File: src/sv/dhsh_pkg.sv
package dhsh_pkg;

    localparam int HistDays = 8;
    localparam int IdxW = $clog2(HistDays);
    localparam int CntW = $clog2(HistDays + 1);

    localparam logic [2:0] REQ_ENSURE = 3'd0;
    localparam logic [2:0] REQ_STEPS  = 3'd1;
    localparam logic [2:0] REQ_HEART  = 3'd2;
    localparam logic [2:0] REQ_ENV    = 3'd3;
    localparam logic [2:0] REQ_SPORT  = 3'd4;
    localparam logic [2:0] REQ_READ   = 3'd5;

    localparam logic [1:0] ST_UNCHANGED = 2'd0;
    localparam logic [1:0] ST_ROLLED    = 2'd1;
    localparam logic [1:0] ST_INIT      = 2'd2;

    localparam logic CFG_HR_LOW  = 1'b0;
    localparam logic CFG_HR_HIGH = 1'b1;

    // one history entry
    typedef struct packed {
        logic [31:0] day_code;
        logic [15:0] steps;
        logic [7:0]  avg_hr;
        logic [7:0]  max_hr;
        logic [15:0] hr_cnt;
        logic [7:0]  mean_temp;
        logic [7:0]  avg_hum;
        logic [15:0] env_cnt;
        logic [7:0]  sessions;
        logic [15:0] minutes;
    } t_entry;

    // divider control
    typedef struct packed {
        logic        start;
        logic [24:0] dividend;
        logic [16:0] divisor;
    } t_div_req;

endpackage

File: src/sv/dhsh_divider.sv
module dhsh_divider
    import dhsh_pkg::*;
(
    input  logic        i_clk,
    input  logic        i_rst_n,
    input  t_div_req    i_req,
    output logic        o_done,
    output logic [24:0] o_quot
);

    logic [24:0] r_quot;
    logic [17:0] r_rem;
    logic [16:0] r_div;
    logic [4:0]  r_cnt;
    logic        r_busy;
    logic        r_done;
    logic [17:0] n_rem;
    logic [17:0] n_diff;

    // one quotient bit per cycle, restoring
    always_comb begin
        n_rem  = {r_rem[16:0], r_quot[24]};
        n_diff = n_rem - {1'b0, r_div};
    end

    always_ff @(posedge i_clk) begin
        if (!i_rst_n) begin
            r_busy <= 1'b0;
            r_done <= 1'b0;
            r_cnt  <= '0;
        end else begin
            r_done <= 1'b0;
            if (i_req.start) begin
                r_busy <= 1'b1;
                r_cnt  <= 5'd24;
                r_quot <= i_req.dividend;
                r_rem  <= '0;
                r_div  <= i_req.divisor;
            end else if (r_busy) begin
                if (!n_diff[17]) begin
                    r_rem  <= n_diff;
                    r_quot <= {r_quot[23:0], 1'b1};
                end else begin
                    r_rem  <= n_rem;
                    r_quot <= {r_quot[23:0], 1'b0};
                end
                r_cnt <= r_cnt - 5'd1;
                if (r_cnt == 5'd0) begin
                    r_busy <= 1'b0;
                    r_done <= 1'b1;
                end
            end
        end
    end

    assign o_done = r_done;
    assign o_quot = r_quot;

endmodule

File: src/sv/daily_health_summary_history_core.sv
// channel   | dir | tdata fields (low bit up)
// s_axis    | in  | req_type..read_index, 80 bits in 80
// m_axis    | out | day_state..entry_sport_minutes, 127 bits in 128
// cfg       | in  | index 0 hr_low_limit, 1 hr_high_limit
// ensure, steps, read and unused items go from the roll step in S_OPEN to S_REPORT, where the result is loaded.
// heart-rate, sport and environment items wait in S_DIV1/S_DIV2 on the shared
// 25-step serial divider, run twice for environment items; out-of-range heart rates and saturated counts skip it.
// the next accept is possible in the cycle after the result is loaded.
// reset empties the history count and restores the limits to 40 and 220.
// a held result leaves the input open for one more transaction, which then waits.
module daily_health_summary_history_core
    import dhsh_pkg::*;
(
    input  logic         i_clk,
    input  logic         i_rst_n,
    input  logic         s_axis_tvalid,
    output logic         s_axis_tready,
    // req_type, year, month, day_of_month, day_of_week, step_total, heart_rate,
    // temperature, humidity_pct, session_seconds, read_index
    input  logic [79:0]  s_axis_tdata,
    output logic         m_axis_tvalid,
    input  logic         m_axis_tready,
    // day_state, entries_held, entry_valid, entry_day_code, entry_steps, entry_avg_hr,
    // entry_max_hr, entry_hr_count, entry_avg_temp, entry_avg_humidity,
    // entry_sessions, entry_sport_minutes
    output logic [127:0] m_axis_tdata,
    input  logic         i_cfg_we,
    input  logic         i_cfg_index,
    input  logic [7:0]   i_cfg_wdata
);

    typedef enum logic [2:0] {S_IDLE, S_OPEN, S_DIV1, S_DIV2, S_REPORT} t_state;

    t_state      r_state;
    t_entry      r_hist [HistDays];
    logic [CntW-1:0] r_count;
    logic [7:0]  r_hr_low, r_hr_high;
    logic [79:0] r_in;
    logic [1:0]  r_st;
    logic [127:0] r_out;
    logic        r_ovalid;
    logic        r_wait;
    logic        r_neg;
    t_div_req    n_div;
    logic        w_done;
    logic [24:0] w_quot;
    integer      k;

    logic [2:0]  w_req;
    logic [31:0] w_code;
    logic [7:0]  w_hr, w_temp;
    logic [6:0]  w_hum;
    logic [15:0] w_secs;
    logic [2:0]  w_ridx;
    logic        w_hr_ok;

    assign w_req  = r_in[2:0];
    assign w_code = {1'b0, r_in[9:3], 4'd0, r_in[13:10], 3'd0, r_in[18:14], 5'd0, r_in[21:19]};
    assign w_hr   = r_in[45:38];
    assign w_temp = r_in[53:46];
    assign w_hum  = r_in[60:54];
    assign w_secs = r_in[76:61];
    assign w_ridx = r_in[79:77];
    assign w_hr_ok = (w_hr >= r_hr_low) && (w_hr <= r_hr_high);

    // running-mean helpers on entry 0
    t_entry      e0;
    logic [15:0] w_n1;
    logic [24:0] w_hsum;
    logic [24:0] w_tmag;
    logic        w_tneg;
    logic signed [24:0] w_tsum;
    logic [16:0] w_mins;
    logic signed [10:0] w_tblend;
    logic [9:0]  w_hblend;
    logic [9:0]  w_hrblend;
    logic [7:0]  w_tq;

    assign e0 = r_hist[0];
    assign w_n1 = 16'(e0.env_cnt + 16'd1);
    assign w_tsum = 25'($signed(e0.mean_temp)) * $signed({9'd0, e0.env_cnt})
                    + 25'($signed(w_temp));
    assign w_tneg = w_tsum[24];
    assign w_tmag = w_tneg ? 25'(-w_tsum) : w_tsum;
    assign w_hsum = 25'(e0.avg_hum * e0.env_cnt) + 25'(w_hum);
    assign w_tblend = 11'($signed(e0.mean_temp)) * 11'sd3 + 11'($signed(w_temp));
    assign w_hblend = 10'(e0.avg_hum) * 10'd3 + 10'(w_hum);
    assign w_hrblend = 10'(e0.avg_hr) * 10'd3 + 10'(w_hr);
    // session minutes come from the divider quotient
    assign w_mins = 17'(e0.minutes) + w_quot[16:0];
    assign w_tq = w_tblend[10] ? 8'(-((-w_tblend) >>> 2)) : 8'(w_tblend >>> 2);

    always_comb begin
        n_div = '0;
        if (r_state == S_OPEN && !r_wait) begin
            if (w_req == REQ_HEART && w_hr_ok && e0.hr_cnt != 16'hFFFF) begin
                n_div.start    = 1'b1;
                n_div.dividend = 25'(e0.avg_hr * e0.hr_cnt) + 25'(w_hr);
                n_div.divisor  = 17'(e0.hr_cnt) + 17'd1;
            end else if (w_req == REQ_ENV && e0.env_cnt != 16'hFFFF) begin
                n_div.start    = 1'b1;
                n_div.dividend = w_tmag;
                n_div.divisor  = 17'(w_n1);
            end else if (w_req == REQ_SPORT) begin
                // seconds rounded up to whole minutes
                n_div.start    = 1'b1;
                n_div.dividend = 25'(w_secs) + 25'd59;
                n_div.divisor  = 17'd60;
            end
        end else if (r_state == S_DIV1 && w_done && w_req == REQ_ENV) begin
            n_div.start    = 1'b1;
            n_div.dividend = w_hsum;
            n_div.divisor  = 17'(w_n1);
        end
    end

    dhsh_divider u_div (
        .i_clk  (i_clk),
        .i_rst_n(i_rst_n),
        .i_req  (n_div),
        .o_done (w_done),
        .o_quot (w_quot)
    );

    assign s_axis_tready = (r_state == S_IDLE);
    assign m_axis_tvalid = r_ovalid;
    assign m_axis_tdata  = r_out;

    logic w_same;
    logic w_roll;
    assign w_same = (r_count != '0) && (e0.day_code[31:8] == w_code[31:8]);
    assign w_roll = (w_req <= REQ_SPORT) && (w_req != REQ_HEART || w_hr_ok) && !w_same;

    always_ff @(posedge i_clk) begin
        if (!i_rst_n) begin
            r_state  <= S_IDLE;
            r_count  <= '0;
            r_hr_low <= 8'd40;
            r_hr_high <= 8'd220;
            r_ovalid <= 1'b0;
            r_wait   <= 1'b0;
        end else begin
            // configuration writes
            if (i_cfg_we) begin
                if (i_cfg_index == CFG_HR_LOW) r_hr_low <= i_cfg_wdata;
                else r_hr_high <= i_cfg_wdata;
            end
            if (r_ovalid && m_axis_tready) r_ovalid <= 1'b0;
            case (r_state)
                S_IDLE: begin
                    if (s_axis_tvalid && s_axis_tready) begin
                        r_in    <= s_axis_tdata;
                        r_wait  <= 1'b1;
                        r_state <= S_OPEN;
                    end
                end
                S_OPEN: begin
                    if (r_wait) begin
                        // day roll step
                        r_wait <= 1'b0;
                        if (w_roll) begin
                            if (r_count != '0) begin
                                for (k = HistDays - 1; k > 0; k = k - 1)
                                    r_hist[k] <= r_hist[k-1];
                                if (r_count != CntW'(HistDays))
                                    r_count <= r_count + 1'b1;
                                r_st <= ST_ROLLED;
                            end else begin
                                r_count <= CntW'(1);
                                r_st    <= ST_INIT;
                            end
                            r_hist[0] <= '{day_code: w_code, default: '0};
                        end else begin
                            r_st <= ST_UNCHANGED;
                        end
                    end else begin
                        case (w_req)
                            REQ_STEPS: begin
                                r_hist[0].steps <= r_in[37:22];
                                r_state <= S_REPORT;
                            end
                            REQ_HEART: begin
                                if (w_hr_ok && e0.hr_cnt != 16'hFFFF) begin
                                    r_hist[0].hr_cnt <= e0.hr_cnt + 16'd1;
                                    r_state <= S_DIV2;
                                end else begin
                                    if (w_hr_ok) r_hist[0].avg_hr <= w_hrblend[9:2];
                                    r_state <= S_REPORT;
                                end
                                if (w_hr_ok && w_hr > e0.max_hr) r_hist[0].max_hr <= w_hr;
                            end
                            REQ_ENV: begin
                                if (e0.env_cnt != 16'hFFFF) begin
                                    r_neg   <= w_tneg;
                                    r_state <= S_DIV1;
                                end else begin
                                    r_hist[0].mean_temp <= w_tq;
                                    r_hist[0].avg_hum   <= w_hblend[9:2];
                                    r_state <= S_REPORT;
                                end
                            end
                            REQ_SPORT: begin
                                if (e0.sessions != 8'hFF)
                                    r_hist[0].sessions <= e0.sessions + 8'd1;
                                r_state <= S_DIV2;
                            end
                            default: r_state <= S_REPORT;
                        endcase
                    end
                end
                S_DIV1: begin
                    if (w_done) begin
                        r_hist[0].mean_temp <= r_neg ? 8'(-w_quot) : w_quot[7:0];
                        r_state <= S_DIV2;
                    end
                end
                S_DIV2: begin
                    if (w_done) begin
                        if (w_req == REQ_ENV) begin
                            r_hist[0].avg_hum <= w_quot[7:0];
                            r_hist[0].env_cnt <= w_n1;
                        end else if (w_req == REQ_SPORT) begin
                            r_hist[0].minutes <= w_mins[16] ? 16'hFFFF : w_mins[15:0];
                        end else begin
                            r_hist[0].avg_hr <= w_quot[7:0];
                        end
                        r_state <= S_REPORT;
                    end
                end
                S_REPORT: begin
                    if (!r_ovalid) begin
                        logic [IdxW-1:0] idx;
                        logic ok;
                        t_entry e;
                        idx = (w_req == REQ_READ) ? IdxW'(w_ridx) : '0;
                        ok  = ((w_req == REQ_READ) ? {1'b0, w_ridx} : 4'd0) < 4'(r_count);
                        e   = ok ? r_hist[idx] : '0;
                        r_out <= {1'b0, e.minutes, e.sessions, e.avg_hum, e.mean_temp,
                                  e.hr_cnt, e.max_hr, e.avg_hr, e.steps, e.day_code,
                                  ok, 4'(r_count), r_st};
                        r_ovalid <= 1'b1;
                        r_state  <= S_IDLE;
                    end
                end
                default: r_state <= S_IDLE;
            endcase
        end
    end

endmodule

File: config.mk
export PLATFORM = sky130hd
export DESIGN_NAME = daily_health_summary_history_core
export DESIGN_NICKNAME = d
export VERILOG_FILES = /design/src/sv/dhsh_pkg.sv /design/src/sv/dhsh_divider.sv /design/src/sv/daily_health_summary_history_core.sv
export SDC_FILE = /design/constraint.sdc
export NUM_CORES = 2
export LEC_CHECK = 0
export BUFFER_PORTS_ARGS = -buffer_cell sky130_fd_sc_hd__buf_2
export CAP_MARGIN = 15
export CORE_MARGIN = 2
export CORE_UTILIZATION = 57
export DETAILED_ROUTE_END_ITERATION = 10
export PLACE_DENSITY_LB_ADDON = 0.12
export SLEW_MARGIN = 15
export SYNTH_ARGS = -nofsm -noshare
export SYNTH_HDL_FRONTEND = slang
export SYNTH_SLANG_ARGS = --single-unit
File: constraint.sdc
create_clock -name i_clk -period 45.9 [get_ports i_clk]
set_clock_uncertainty 0.2 [all_clocks]
set_input_delay 13.77 -clock i_clk [delete_from_list [all_inputs] [get_ports i_clk]]
set_output_delay 13.77 -clock i_clk [all_outputs]
set_load 0.02 [all_outputs]
==> results.py <==
metrics = {
    "worst_setup_path": {
        "cp_max_fo": 184,
        "max_stage_delay_ps": 750,
        "r2r-start": "r_in[53]",
        "regToRegEndpoint": "u_div.o_quot[23]",
        "cpMostUsedCell": "buf_12",
        "crit_start": "i_rst_n",
        "crit_path_top_delay_cell": "buf_12",
        "r2r_cells": 18,
        "path_delay_family": "buffers and inverters",
        "start_kind": "input port",
        "r2r_setup_slack_ps": 37850,
        "crit_path_end_kind": "register",
        "required_ps": 46010,
        "crit_chain": "buf_2, nand2_1, nor2_4, buf_4, buf_12, buf_12",
        "path_buf_inv": 4,
        "endpoint": "r_hist[1][101]",
        "crit_cells": 6,
        "crit_type": "input port to register",
        "arrival_ps": 17430,
    },
    "finish": {
        "multiInputGateArea_um2": 26700,
        "layout_commonest_cell": "edfxtp_1",
        "diodes": 0,
        "drive_gt1_share_pct": 8.20,
        "area.growth.synth_to_final_pct": 9.69,
        "nets": 6159,
        "final_cell_mix": "edfxtp_1 (1,128), nand2_1 (757), inv_1 (434), fa_1 (316), nor2_1 (286)",
        "layout.area.seq_um2": 34500,
        "fillerInstances": 8763,
    },
    "routing": {
        "drt_iter0_drc": 4170,
        "wl_per_cell_um": 21.4,
        "wl_um": 151000,
        "dr.pass1.iters": 6,
        "vias_per_cell": 5.85,
        "drc": 0,
        "ant_nets": 0,
        "via_count": 41300,
    },
    "clocking": {
        "cts_tree": "built",
        "numCtsBuffers": 115,
        "htreeDepth": 3,
        "cts_setup_buffers": 0,
        "cts-hold-fix-buffers": 0,
        "clockBufferDepth": 3,
        "cts_root_buffer": "clkbuf_16",
        "clk_latency_ps": 730,
        "cts_resized": 0,
        "cts.reportedPaths.clkPinSlew_ps": 60,
        "numClockSinks": 1160,
    },
    "synthesis": {
        "synth_top_area_share_pct": 53.0,
        "synth_cells": 5363,
        "synth-edff-count": 1128,
        "seq_area_frac_synth_pct": 54.0,
        "synth_top_flop_cell": "edfxtp_1",
        "ys_warn_count": 0,
        "post_synth_num_cell_types": 77,
        "syn_avg_cell_area_um2": 11.9,
        "synthesis.area_um2": 63900,
        "synthArstFlopShare_pct": 0,
        "ys_seq_elements": 1160,
        "synth_area_leaders": "edfxtp_1 (53%), fa_1 (9.9%), ha_1 (5.5%), nand2_1 (4.5%), mux2i_1 (3.5%)",
        "netlist.top_cell.by_area": "edfxtp_1",
    },
    "place": {
        "portBuffers": 209,
        "place_congestion": 0.894,
        "dp_hpwl_um": 101000,
        "post-place-ws_ps": 27690,
    },
    "timing": {
        "final-hold-violation-count": 0,
        "rsz0062_at_grt": "false",
        "period_share_pct": 37.7,
        "drv_slew": 0,
        "max_freq_mhz": 57.8,
        "worst_slew_pin_slew_ps": 1150,
        "fin_ws_ps": 28590,
        "min_period_ps": 17310,
        "setup_tns_ps": 0,
        "maxSlewHeadroom_pct": 23.2,
        "setup_viol": 0,
    },
    "power": {
        "comb_power_share_pct": 24.9,
        "pwr-share-clk_pct": 33.3,
        "p_sw_mw": 0.848,
        "p_int_mw": 1.98,
        "switching_share_pct": 30.0,
        "power_density_nw_per_um2": 40.4,
        "vdd_drop_max_v": 0.0000353,
        "power_leakage_nw": 26.8,
        "p_seq_share_pct": 41.8,
    },
    "grt": {
        "grt_use_total_pct": 26.3,
        "grt_busiest_layer": "met2",
        "antenna_found_initial": 6,
        "grt_remaining_overflow": 0,
        "grt_max_degree": 185,
        "grt_pass1_vias": 40500,
        "grt_pass1_wl_um": 235000,
        "met3_usage_pct": 3.99,
        "use_met2_pct": 41.0,
        "met1_usage_pct": 38.1,
    },
    "run": {
        "drv_cap": 0,
    },
    "run_status": {
        "status": "finished, final reports clean",
    },
    "floorplanning": {
        "die-area_um2": 115000,
        "dieWidth_um": 339,
        "initial_core_util_pct": 57.6,
        "ios": 224,
        "row_count": 122,
        "die_y_um": 339,
        "coreArea_um2": 111000,
    },
    "hold_path": {
        "hp-class": "register to register",
    },
}
[per-stage QoR]
stage               power (mW)  std cells  area, um^2  utilization [%]  hold slack (ps)
global placement          1.90       6837       66200             59.7              204
global route              2.97       7052       70100             63.1              229
detailed placement        1.91       6837       66200             59.7              207
floorplan                 1.72       5377       63900                -              200
CTS                       2.84       7051       70000             63.1              206
finish                    2.83       7052       70100             63.1              206
[power by group through the flow]
stage	Clock [mW]	Combinational (mW)	Sequential (mW)
4_1_cts	0.957	0.706	1.18
5_1_grt	0.998	0.791	1.18
3_3_place_gp	0	0.692	1.20
3_5_place_dp	0	0.702	1.20
2_1_floorplan	0	0.523	1.20
6_report	0.941	0.705	1.18
[metal layers]
layer	up-vias	routed length, um
met1	20500	65800
met5	-	52
met3	248	10400
li1	19100	-
met4	8	4750
met2	1413	69900
[worst register-to-register path, stage by stage (launching register included)]
cell and delay, ps:
edfxtp_1 740, clkinv_1 1000, fa_1 870, inv_1 50, fa_1 490, fa_1 570, fa_1 420, fa_1 440
ha_1 360, and3_1 220, a22o_1 250, o21a_2 240, a221o_1 390, a311oi_2 320, xnor2_1 150, nor4_2 310
a41oi_1 170, xnor2_1 230, a221o_1 360
[registers in the layout, summed over array words and instances, names as in the netlist]
register,flops
m_axis_tdata,114
m_axis_tvalid,1
r_count,4
r_hist,872
r_hr_high,8
r_hr_low,8
r_in,80
r_neg,1
r_st,2
r_state,3
r_wait,1
u_div.o_done,1
u_div.o_quot,25
u_div.r_busy,1
u_div.r_cnt,5
u_div.r_div,17
u_div.r_rem,17
[cell usage after synthesis (all sizes together) (6+ instances only)]
cell,number
nor2,289
xor2,98
a21oi,128
inv,438
nor3,41
mux2i,222
ha,282
nand3,261
and4,6
o21bai,9
edfxtp,1128
o22ai,26
dfxtp,32
o31ai,8
a31oi,122
o211ai,25
clkbuf,250
a22o,6
o21ai,121
nor3b,7
nand3b,7
a211oi,19
o21a,22
nand2,760
or3,18
nand4,15
nor2b,20
nand2b,32
a22oi,9
and3,32
fa,316
buf,41
nor4,12
xnor2,100
or2,11
and2,229
a221oi,115
a21o,38
[cells by family (layout without fill, tap and decap cells)]
kind of cell | after synthesis | in the layout | synth area share (%)
and+or+nand+nor | 1751 | 1751 | 12.6
DFF | 1160 | 1160 | 54.0
buffers and inverters | 730 | 917 | 4.39
AOI/OAI and AO/OA | 703 | 703 | 7.38
adders and majority gates | 598 | 598 | 15.4
muxes | 222 | 222 | 3.48
xor gates and xnor gates | 198 | 198 | 2.72
other | 1 | 15 | 0.00587
[area by class of cell]
type	count	area share [%]
inverters	439	2.36
clock buffers	142	4.31
flip-flops and latches	1160	49.3
repair buffers	264	2.19
clock inverters	72	1.09
multi-input cells	3487	38.1
well taps	1488	2.66
[how the worst min path moves through the flow]
stage / startpoint / cells past startpoint / end / slack (ps)
after floorplan: r_st[0] / 0 / m_axis_tdata[0] / 200
after global placement: r_st[1] / 0 / m_axis_tdata[1] / 200
after detailed placement: r_in[21] / 0 / r_hist[0][106] / 210
after CTS: r_hist[2][84] / 0 / r_hist[3][84] / 210
after global routing: r_hist[3][81] / 0 / r_hist[4][81] / 230
final: r_hist[2][84] / 0 / r_hist[3][84] / 210
Power figures use the tool's default switching activity.
